--- config.mk ---
export PLATFORM = sky130hd
export DESIGN_NAME = speech_edge_and_echo_gate_core
export DESIGN_NICKNAME = d
export VERILOG_FILES = /design/src/sv/seeg_pkg.sv /design/src/sv/speech_edge_and_echo_gate_core.sv
export SDC_FILE = /design/constraint.sdc
export NUM_CORES = 1
export LEC_CHECK = 0
export BUFFER_PORTS_ARGS = -buffer_cell sky130_fd_sc_hd__buf_2
export CAP_MARGIN = 30
export CORE_UTILIZATION = 31
export CTS_CLUSTER_SIZE = 8
export DETAILED_ROUTE_END_ITERATION = 16
export SLEW_MARGIN = 30
export SYNTH_ARGS = -nofsm -noshare
export SYNTH_HDL_FRONTEND = slang
export SYNTH_SLANG_ARGS = --single-unit
--- constraint.sdc ---
create_clock -name aclk -period 5.4 [get_ports aclk]
set_input_delay 0.27 -clock aclk [delete_from_list [all_inputs] [get_ports aclk]]
set_output_delay 0.27 -clock aclk [all_outputs]
set_load 0.05 [all_outputs]
--- src/sv/seeg_pkg.sv ---
`timescale 1ns / 1ps
// ----------------------------------------------------------------------------
// seeg_pkg
// Shared codes and widths for the speech edge and echo gate core.
// ----------------------------------------------------------------------------
package seeg_pkg;

    // Item operation codes
    localparam logic [1:0] OP_FRAME = 2'd0;
    localparam logic [1:0] OP_ARM   = 2'd1;
    localparam logic [1:0] OP_DISC  = 2'd2;

    // Playback end codes (any other code acts as a natural finish)
    localparam logic [1:0] PEND_NONE = 2'd0;
    localparam logic [1:0] PEND_INTR = 2'd1;

    // Configuration register indexes
    localparam int CFG_ADDR_W = 3;
    localparam int CFG_DATA_W = 12;
    localparam logic [CFG_ADDR_W-1:0] CFG_START  = 3'd0;
    localparam logic [CFG_ADDR_W-1:0] CFG_END    = 3'd1;
    localparam logic [CFG_ADDR_W-1:0] CFG_ADMIT  = 3'd2;
    localparam logic [CFG_ADDR_W-1:0] CFG_WARMUP = 3'd3;
    localparam logic [CFG_ADDR_W-1:0] CFG_TAIL   = 3'd4;
    localparam logic [CFG_ADDR_W-1:0] CFG_WARN   = 3'd5;

    // Reset values of the configuration registers
    localparam logic [5:0]         RST_START  = 6'd6;
    localparam logic [5:0]         RST_END    = 6'd35;
    localparam logic signed [11:0] RST_ADMIT  = -12'sd500;
    localparam logic [5:0]         RST_WARMUP = 6'd30;
    localparam logic [5:0]         RST_TAIL   = 6'd15;
    localparam logic [6:0]         RST_WARN   = 7'd50;

    // Wait counter ceiling
    localparam logic [6:0] WAIT_MAX = 7'd127;

    // Captured input item
    typedef struct packed {
        logic [1:0]         operation;
        logic               vad_voiced;
        logic signed [11:0] mic_level;
        logic               reference_present;
        logic [1:0]         playback_end;
        logic               render_active;
        logic               playback_audible;
    } item_t;

endpackage

--- src/sv/speech_edge_and_echo_gate_core.sv ---
`timescale 1ns / 1ps
// ----------------------------------------------------------------------------
// speech_edge_and_echo_gate_core
// Per-frame voice admission, speech start/end debounce and playback echo gate.
// ----------------------------------------------------------------------------
//
//  channel | direction | handshake          | payload
//  --------+-----------+--------------------+-----------------------------------
//  s_      | in        | s_valid / s_ready  | operation, verdict, level, gate
//  m_      | out       | m_valid / m_ready  | voice/edge/near/warn flags
//  cfg_    | in        | cfg_wr_en          | cfg_addr, cfg_wdata
//
// An item is held in the input register, then its state update and result
// are done in one pass into the result register. One item per cycle is
// sustained, but a stalled result holds a frame in the input register; arm
// and discontinuity items never wait on it. Reset (aresetn low, synchronous)
// restores the register defaults and clears all gate and debounce state.
module speech_edge_and_echo_gate_core (
    input  logic                          aclk,
    input  logic                          aresetn,
    // input items
    input  logic                          s_valid,
    output logic                          s_ready,
    input  logic [1:0]                    s_operation,
    input  logic                          s_vad_voiced,
    input  logic signed [11:0]            s_mic_level,
    input  logic                          s_reference_present,
    input  logic [1:0]                    s_playback_end,
    input  logic                          s_render_active,
    input  logic                          s_playback_audible,
    // result items
    output logic                          m_valid,
    input  logic                          m_ready,
    output logic                          m_voice_now,
    output logic                          m_speech_started,
    output logic                          m_speech_ended,
    output logic                          m_local_talk,
    output logic                          m_reference_missing,
    // configuration
    input  logic                          cfg_wr_en,
    input  logic [seeg_pkg::CFG_ADDR_W-1:0] cfg_addr,
    input  logic [seeg_pkg::CFG_DATA_W-1:0] cfg_wdata
);
    import seeg_pkg::*;

    // Configuration registers
    logic [5:0]         start_frames_reg;
    logic [5:0]         end_frames_reg;
    logic signed [11:0] admission_level_reg;
    logic [5:0]         warmup_frames_reg;
    logic [5:0]         tail_frames_reg;
    logic [6:0]         warn_frames_reg;

    // Input register
    logic  in_valid_reg;
    item_t in_item_reg;

    // Block state
    logic [5:0] voiced_count_reg, voiced_count_next;
    logic [5:0] unvoiced_count_reg, unvoiced_count_next;
    logic       in_speech_reg, in_speech_next;
    logic       session_active_reg, session_active_next;
    logic       warmup_armed_reg, warmup_armed_next;
    logic       silent_bypass_reg, silent_bypass_next;
    logic [5:0] suppress_left_reg, suppress_left_next;
    logic [6:0] wait_count_reg, wait_count_next;

    // Result register
    logic m_valid_reg;
    logic voice_now_reg, speech_started_reg, speech_ended_reg;
    logic local_talk_reg, reference_missing_reg;

    // Per-frame intermediates
    logic       advance;
    logic       is_frame;
    logic       now, started, ended, suppress, warn;
    logic [6:0] vc_inc, uc_inc;
    logic [5:0] vc_new, uc_new;
    logic [5:0] sl_mid;
    logic [6:0] wait_inc;

    // Handshake: a frame needs a free result slot, other items pass at once
    assign is_frame = (in_item_reg.operation == OP_FRAME);
    assign advance  = in_valid_reg && (!is_frame || !m_valid_reg || m_ready);
    assign s_ready  = !in_valid_reg || advance;

    // Configuration writes
    always_ff @(posedge aclk) begin
        if (!aresetn) begin
            start_frames_reg    <= RST_START;
            end_frames_reg      <= RST_END;
            admission_level_reg <= RST_ADMIT;
            warmup_frames_reg   <= RST_WARMUP;
            tail_frames_reg     <= RST_TAIL;
            warn_frames_reg     <= RST_WARN;
        end else if (cfg_wr_en) begin
            case (cfg_addr)
                CFG_START:  start_frames_reg    <= cfg_wdata[5:0];
                CFG_END:    end_frames_reg      <= cfg_wdata[5:0];
                CFG_ADMIT:  admission_level_reg <= $signed(cfg_wdata[11:0]);
                CFG_WARMUP: warmup_frames_reg   <= cfg_wdata[5:0];
                CFG_TAIL:   tail_frames_reg     <= cfg_wdata[5:0];
                CFG_WARN:   warn_frames_reg     <= cfg_wdata[6:0];
                default: ;
            endcase
        end
    end

    // Input register
    always_ff @(posedge aclk) begin
        if (!aresetn) begin
            in_valid_reg <= 1'b0;
        end else if (s_ready) begin
            in_valid_reg <= s_valid;
        end
        if (s_valid && s_ready) begin
            in_item_reg.operation         <= s_operation;
            in_item_reg.vad_voiced        <= s_vad_voiced;
            in_item_reg.mic_level         <= s_mic_level;
            in_item_reg.reference_present <= s_reference_present;
            in_item_reg.playback_end      <= s_playback_end;
            in_item_reg.render_active     <= s_render_active;
            in_item_reg.playback_audible  <= s_playback_audible;
        end
    end

    // Admission and debounce, counters saturate at their threshold
    always_comb begin
        now    = in_item_reg.vad_voiced &&
                 (in_speech_reg || (in_item_reg.mic_level >= admission_level_reg));
        vc_inc = {1'b0, voiced_count_reg} + 7'd1;
        uc_inc = {1'b0, unvoiced_count_reg} + 7'd1;
        if (now) begin
            vc_new = (vc_inc < {1'b0, start_frames_reg}) ? vc_inc[5:0] : start_frames_reg;
            uc_new = 6'd0;
        end else begin
            vc_new = 6'd0;
            uc_new = (uc_inc < {1'b0, end_frames_reg}) ? uc_inc[5:0] : end_frames_reg;
        end
        started = !in_speech_reg && (vc_new >= start_frames_reg);
        ended   = in_speech_reg && !started && (uc_new >= end_frames_reg);
    end

    // Next state for all item kinds
    always_comb begin
        voiced_count_next   = voiced_count_reg;
        unvoiced_count_next = unvoiced_count_reg;
        in_speech_next      = in_speech_reg;
        session_active_next = session_active_reg;
        warmup_armed_next   = warmup_armed_reg;
        silent_bypass_next  = silent_bypass_reg;
        suppress_left_next  = suppress_left_reg;
        wait_count_next     = wait_count_reg;
        sl_mid              = suppress_left_reg;
        wait_inc            = wait_count_reg + 7'd1;
        suppress            = 1'b0;
        warn                = 1'b0;

        case (in_item_reg.operation)
            OP_ARM: begin
                session_active_next = 1'b1;
                warmup_armed_next   = 1'b1;
                silent_bypass_next  = 1'b0;
                suppress_left_next  = 6'd0;
                wait_count_next     = 7'd0;
            end
            OP_DISC: begin
                // no effect outside a session
                if (session_active_reg) begin
                    warmup_armed_next  = 1'b1;
                    suppress_left_next = 6'd0;
                end
            end
            OP_FRAME: begin
                voiced_count_next   = vc_new;
                unvoiced_count_next = uc_new;
                if (started) begin
                    in_speech_next = 1'b1;
                end else if (ended) begin
                    in_speech_next = 1'b0;
                end

                // playback gate
                if (in_item_reg.playback_end != PEND_NONE) begin
                    session_active_next = 1'b0;
                    warmup_armed_next   = 1'b0;
                    silent_bypass_next  = 1'b0;
                    if (in_item_reg.playback_end == PEND_INTR) begin
                        sl_mid = 6'd0;
                    end else begin
                        sl_mid   = tail_frames_reg;
                        suppress = 1'b1;
                    end
                end else if (silent_bypass_reg && in_item_reg.playback_audible) begin
                    silent_bypass_next = 1'b0;
                    warmup_armed_next  = 1'b1;
                    wait_count_next    = 7'd0;
                    suppress           = 1'b1;
                end else if (warmup_armed_reg) begin
                    suppress = 1'b1;
                    if (!in_item_reg.render_active) begin
                        wait_count_next = 7'd0;
                    end else if (!in_item_reg.playback_audible) begin
                        warmup_armed_next  = 1'b0;
                        silent_bypass_next = 1'b1;
                        wait_count_next    = 7'd0;
                        suppress           = 1'b0;
                    end else if (in_item_reg.reference_present) begin
                        warmup_armed_next = 1'b0;
                        sl_mid            = warmup_frames_reg;
                        wait_count_next   = 7'd0;
                    end else if (wait_count_reg < WAIT_MAX) begin
                        wait_count_next = wait_inc;
                        warn            = (wait_inc == warn_frames_reg);
                    end
                end

                // suppression countdown; expiry clears the debounce state
                suppress_left_next = sl_mid;
                if (sl_mid != 6'd0) begin
                    suppress           = 1'b1;
                    suppress_left_next = sl_mid - 6'd1;
                    if (sl_mid == 6'd1) begin
                        voiced_count_next   = 6'd0;
                        unvoiced_count_next = 6'd0;
                        in_speech_next      = 1'b0;
                    end
                end
            end
            default: ;
        endcase
    end

    // State registers
    always_ff @(posedge aclk) begin
        if (!aresetn) begin
            voiced_count_reg   <= 6'd0;
            unvoiced_count_reg <= 6'd0;
            in_speech_reg      <= 1'b0;
            session_active_reg <= 1'b0;
            warmup_armed_reg   <= 1'b0;
            silent_bypass_reg  <= 1'b0;
            suppress_left_reg  <= 6'd0;
            wait_count_reg     <= 7'd0;
        end else if (advance) begin
            voiced_count_reg   <= voiced_count_next;
            unvoiced_count_reg <= unvoiced_count_next;
            in_speech_reg      <= in_speech_next;
            session_active_reg <= session_active_next;
            warmup_armed_reg   <= warmup_armed_next;
            silent_bypass_reg  <= silent_bypass_next;
            suppress_left_reg  <= suppress_left_next;
            wait_count_reg     <= wait_count_next;
        end
    end

    // Result register, loaded by frames only
    always_ff @(posedge aclk) begin
        if (!aresetn) begin
            m_valid_reg <= 1'b0;
        end else if (advance && is_frame) begin
            m_valid_reg <= 1'b1;
        end else if (m_ready) begin
            m_valid_reg <= 1'b0;
        end
        if (advance && is_frame) begin
            voice_now_reg         <= now;
            speech_started_reg    <= started;
            speech_ended_reg      <= ended;
            local_talk_reg        <= now && !suppress;
            reference_missing_reg <= warn;
        end
    end

    assign m_valid             = m_valid_reg;
    assign m_voice_now         = voice_now_reg;
    assign m_speech_started    = speech_started_reg;
    assign m_speech_ended      = speech_ended_reg;
    assign m_local_talk        = local_talk_reg;
    assign m_reference_missing = reference_missing_reg;

    // Checks
    a_no_result_from_events: assert property (@(posedge aclk) disable iff (!aresetn)
        (advance && !is_frame && !m_valid_reg) |=> !m_valid_reg)
        else $error("result produced by a non-frame item");

    a_single_edge: assert property (@(posedge aclk) disable iff (!aresetn)
        m_valid_reg |-> !(speech_started_reg && speech_ended_reg))
        else $error("speech start and end on the same frame");

    a_near_implies_voice: assert property (@(posedge aclk) disable iff (!aresetn)
        (m_valid_reg && local_talk_reg) |-> voice_now_reg)
        else $error("near voice without admitted voice");

    a_frame_waits_slot: assert property (@(posedge aclk) disable iff (!aresetn)
        (in_valid_reg && is_frame && m_valid_reg && !m_ready) |=> in_valid_reg)
        else $error("frame item dropped while result stalled");

endmodule
== Yosys cells after proc, flatten, opt, wreduce, memory -nomap -nowiden ==
Index checks and enable logic that the tools add are counted.
Word-level totals
  register bits after elaboration: 99
  input port bits: 40
  output and inout bits: 7
  logic and storage cells: 156
Cells by class
  add/subtract/negate cells: 4
  $lt $le $gt $ge: 6
  equal/unequal tests: 18
  muxes and demuxes: 57
  bitwise logic cells: 5
  reduce and logical (&&, ||, !) cells: 38
Operators by type and width (number)
  $mux W6: 18
  $mux W7: 7
  $mux W1: 27
  $pmux W6 S3: 1
  $add A6 B1 Y7 const B: 2
  $lt A7 B6 Y1: 2
  $pmux W7 S2: 1
  $reduce_and A2 Y1: 7
  $ge A12 B12 Y1: 1
  $ge A6 B6 Y1: 2
  $ne A4 B2 Y1 const B: 3
  $reduce_and A5 Y1: 2
  $logic_and A1 B1 Y1: 9
  $reduce_or A8 Y1: 1
  $add A7 B1 Y7 const B: 1
  $eq A7 B7 Y1: 1
  $lt A7 B7 Y1 const B: 1
  $eq A3 B2 Y1 const B: 2
  $eq A3 B3 Y1 const B: 2
  $eq A6 B1 Y1 const B: 1
  $logic_not A1 Y1: 6
  $ne A6 B4 Y1 const B: 1
  $reduce_and A3 Y1: 2
  $reduce_bool A2 Y1: 3
  15 further kinds: 25

== Logic depth before layout (Yosys ltp) ==
  word-level depth: 13
  depth in mapped cells: 20
  depth with buffers taken out: 19

== Worst setup path after synthesis ==
Ideal clock, no wire load.
  path type: flip-flop to flip-flop
  start: register unvoiced_count_reg[0]
  end: register in_speech_reg
  library setup time: 0.086 ns
  data arrival time: 4.029 ns
  data required time: 5.314 ns
  setup slack: 1.285 ns
  cell stages (with the launch flop): 21
  buffers on the path: 1
  cell sequence: dfxtp_1 > ha_1 > nand3_1 > xnor2_1 > ha_1 > or4_1 > o21a_1 > a211oi_1 > buf_2 > nor2_1 > a21oi_1 > nand2_1 > ha_1 > nand2b_1 > a21oi_1 > nor2b_1 > a211o_1 > a221o_1 > o21ai_1 > o31ai_1 > a211oi_1
On the way
  word-level cells in the longest chain between the ends: 10
Ends and longest elaborated chain
  from (decl): line speech_edge_and_echo_gate_core.sv:60  | logic [5:0] unvoiced_count_reg, unvoiced_count_next;
  from (signal assigned): line speech_edge_and_echo_gate_core.sv:247  | unvoiced_count_reg <= unvoiced_count_next;
  $add A6 B1 Y7 *: line speech_edge_and_echo_gate_core.sv:132  | uc_inc = {1'b0, unvoiced_count_reg} + 7'd1;
  $lt A7 B6 Y1: line speech_edge_and_echo_gate_core.sv:138  | uc_new = (uc_inc < {1'b0, end_frames_reg}) ? uc_inc[5:0] : end_frames_reg;
  $mux W6 *: line speech_edge_and_echo_gate_core.sv:138
  $mux W6 *: line speech_edge_and_echo_gate_core.sv:133  | if (now) begin
  $ge A6 B6 Y1 *: line speech_edge_and_echo_gate_core.sv:141  | ended = in_speech_reg && !started && (uc_new >= end_frames_reg);
  $logic_and A1 B1 Y1 *: line speech_edge_and_echo_gate_core.sv:141
  $mux W1 *: line speech_edge_and_echo_gate_core.sv:179  | end else if (ended) begin
  $mux W1 *: line speech_edge_and_echo_gate_core.sv:177  | if (started) begin
  $mux W1: line speech_edge_and_echo_gate_core.sv:223  | if (sl_mid == 6'd1) begin
  $mux W1 *: line speech_edge_and_echo_gate_core.sv:220  | if (sl_mid != 6'd0) begin
  to (signal assigned): line speech_edge_and_echo_gate_core.sv:248  | in_speech_reg <= in_speech_next;
  to (decl): line speech_edge_and_echo_gate_core.sv:61  | logic in_speech_reg, in_speech_next;
Every way passes the cells marked *; elsewhere a longest branch is shown, timed or not.
A chain may end at the register's enable or synchronous reset.

== Worst setup path in the final report ==
Same ends and word-level chain as after synthesis.

==> impl_summary.txt <==
----------------------------------------------------
[STA]
  F_max ... roughly 230 MHz
  Worst Slack Setup Final ... 0.9637 ns
  Number of hold violations in the final report ... 0
  Setup repair after global routing missed its margin ... no
  Number of pins exceeding their max-slew limit in the final report ... 0
  Final setup violation count ... 0
  Worst max-slew margin expressed relative to the limit ... a little under half
  Setup_tns ... 0 ns
  Transition at the pin with the smallest max-transition slack ... 0.7793 ns
  Final period utilization ... 82.15%
  Final worst clock skew ... 0.007479 ns
  Shortest period the worst path allows ... approximately 4.4 ns

[Critical path]
  Kind of end point of the critical path ... register
  Worst reg-to-reg path cell count ... 20
  Start-to-end type of the worst setup path ... register to register
  Setup slack of the most critical reg-to-reg path ... 0.96 ns
  Startpoint Class ... register
  Maximum net fanout on the critical path ... 11
  Critical Path RT ... 5.66 ns
  R2r startpoint ... unvoiced_count_reg[0]
  Start point of the critical path ... unvoiced_count_reg[0]
  Arrival @ worst endpoint ... 4.70 ns
  Endpoint of the lowest-slack register-to-register path ... in_speech_reg

[Place]
  Number of port buffers ... 46
  Placed Cells incl. Taps ... 860
  Global placement routability congestion ... 0.8127
  Placement Setup Slack ... 0.9770 ns
  Detail Placement HPWL ... 8.929 mm
  Area after detailed placement ... 0.005763 mm²

[Cells and area]
  Total inserted antenna cells ... 0
  Share of cells above drive strength 1 ... 12.35%
  Non-Filler Instances ... ~880
  Area of all placed cells without fillers ... 0.006055 mm²
  Area of combinational cells with multiple inputs ... 0.002853 mm²
  Most frequent cells in the layout ... 105 x nand2_1, 74 x dfxtp_1, 56 x a21oi_1
  Most common cell after layout, fill and taps aside ... nand2_1
  Number of flip-flops in the largest register ... 20
  Post-layout util ... 36.25%
  Area occupied by registers ... roughly 0.0022 mm²
  Count of nets after finishing ... approximately 730
  Area overhead of the layout relative to synthesis ... 13.70%
  Fillers ... between 1,500 and 2,000

[Yosys]
  Synth warn ... 0
  Post-synth design cell area ... 0.005325 mm²
  Largest cells by area after synthesis ... dfxtp_1 28%, edfxtp_1 14%, ha_1 8.7%
  Seq/Total Area, Yosys ... 41.92%
  Syn avg cell area ... roughly 8.7 µm²
  Post-synthesis async set-or-reset flop share ... 0%
  Share of Yosys cell area claimed by the top area cell type ... 27.82%
  Netlist cell types ... 63
  Gate Count Post-Synth ... between 600 and 700
  Synthesized Nets ... 689
  Largest area contributor in the synthesized netlist ... dfxtp_1
  Main synth FF type ... dfxtp_1
  EDFF count, synth ... 25
  Count of state elements after synthesis ... 99

[CTS]
  Clock Sink Count ... 99
  Post-cts gate resize count ... 0
  Number of hold-repair buffers added at the cts stage ... 0
  Clock buffer count from CTS ... 9
  CTS tree ... yes
  Post-CTS Repair Setup Buffers ... 0
  Clock latency on the worst-skew pair ... around 0.34 ns
  Clk slew on worst S/H paths ... about 0.070 ns
  Root buffer selected by CTS ... clkbuf_16
  Number of levels in the clock H-tree ... 3
  Deepest clock path buffer count ... 2

[Die]
  Effective utilization at floorplan ... 31.88%
  Core ar. ... between 0.015 and 0.02 mm²
  Top-level I/O count ... 47
  Cell row count ... 47
  Die Y-Extent ... 133.1 µm
  Die Area ... 0.01771 mm²
  Die Span X ... 133.1 µm

[Global routing]
  Pin count of the biggest net entering global routing ... 32
  Total congestion overflow after global routing ... 0
  Global-route wire length before repair ... 20.21 mm
  Antenna violations before repair ... 0
  Vias in the first global route ... 3,961
  All-layer global routing usage ... 14.44%

[Detailed routing]
  Initial drt markers ... around 180
  Initial DRT Pass Iterations ... 4
  Total wire length after detailed routing ... 12.29 mm
  Antenna-violating nets left ... 0
  Wire per inst ... 14.03 µm
  Avg Vias per Cell ... around 4.9
  DRC Markers ... 0
  Via count of the routed design ... 4,308

[Power and ir drop]
  Maximum resistive drop on vdd ... 0.1770 mV
  Reported leakage power ... 0.002491 µW
  Share of power burned in registers ... 50.6%
  Cell internal pwr ... ~1200 µW
  Switching share of total power ... 23.30%
  Net load switching power ... 365.9 µW
  Clock group share of total power ... 40.9%
  Portion of total power attributed to combinational logic ... 8.5%
  PwrDens ... between 200 and 300 mW/mm²

[Outcome]
  Run status ... finished, final reports clean

[Flow run]
  # Max-Cap Violations ... 0

[Worst hold path]
  Min-delay src ... s_mic_level[0]
  Number of stages on the worst hold path ... 1
  Worst min path class ... input pin to register
  Worst min-delay path endpoint ... in_item_reg[5]

----------------------------------------------------
==> worst max-delay path: stages (launching register included) <==
cell and delay [ns]:
dfxtp_1 0.41, ha_1 0.26, nand3_1 0.13, xnor2_1 0.17, ha_1 0.20, or4_1 0.49, o21a_1 0.21, a211oi_1 0.25
buf_4 0.22, nor2_1 0.05, a21oi_1 0.16, nand2_1 0.08, ha_1 0.26, nand2b_1 0.14, a21oi_1 0.16, nor2b_1 0.08
a211o_1 0.31, a221o_1 0.27, o21ai_1 0.18, o31ai_1 0.08, a211oi_1 0.24
==> kinds of logic after synthesis <==
family,count (synthesis),synth area share [%]
flip-flops,99,41.92
XOR/XNOR,20,3.290
AND/OR/NAND/NOR,256,23.24
adder cells (fa/ha/maj),37,8.694
buffers and inverters,59,4.676
multiplexers,17,3.242
AO/OA/AOI/OAI,124,14.94
==> metal layers <==
layer	wire, µm	share of wire, %	track usage, %	up-vias
met5	0	0	0	-
li1	-	-	-	2232
met2	5605	46	23.41	71
met3	328	2.7	1.954	13
met1	6101	50	19.39	1992
met4	254	2.1	5.556	0
==> power groups by stage <==
stage | Clock (µW) | Combinational, µW | Sequential [µW]
3_3_place_gp | 0 | 133 | 812
4_1_cts | 656 | 135 | 795
2_1_floorplan | 0 | 88.2 | 808
5_1_grt | 690 | 150 | 798
6_report | 642 | 133 | 795
3_5_place_dp | 0 | 134 | 812
==> cells in the mapped netlist, types with 13 or more instances <==
cell type / n
o21ai_0: 15
a21oi_1: 56
nand2_1: 105
inv_1: 35
clkbuf_1: 16
nand3_1: 31
nor2_1: 44
edfxtp_1: 25
xnor2_1: 13
dfxtp_1: 74
ha_1: 37
mux2i_1: 15
==> worst max-delay path by stage <==
stage / to / depth (start not counted)
after detailed placement: in_speech_reg / 20
after floorplan: in_speech_reg / 20
after global placement: in_speech_reg / 20
after global routing: in_speech_reg / 20
after CTS: in_speech_reg / 20
final: in_speech_reg / 20
==> stage by stage <==
stage,hold slack [ns],power [µW]
finish,0.1008,1570
global route,0.08646,1638
CTS,0.09154,1587
detailed placement,0.4450,946.4
global placement,0.4384,944.9
floorplan,0.3689,896.6
==> layout make-up <==
type	count	area share [%]
Timing Repair Buffer	51	4.422
Clock inverter	2	0.6200
Clock buffer	14	4.195
Multi-Input combinational cell	454	47.12
Tap cell	220	4.546
Sequential cell	99	36.87
Inverter	36	2.232
Note: power is estimated with default switching activity, not from simulation.
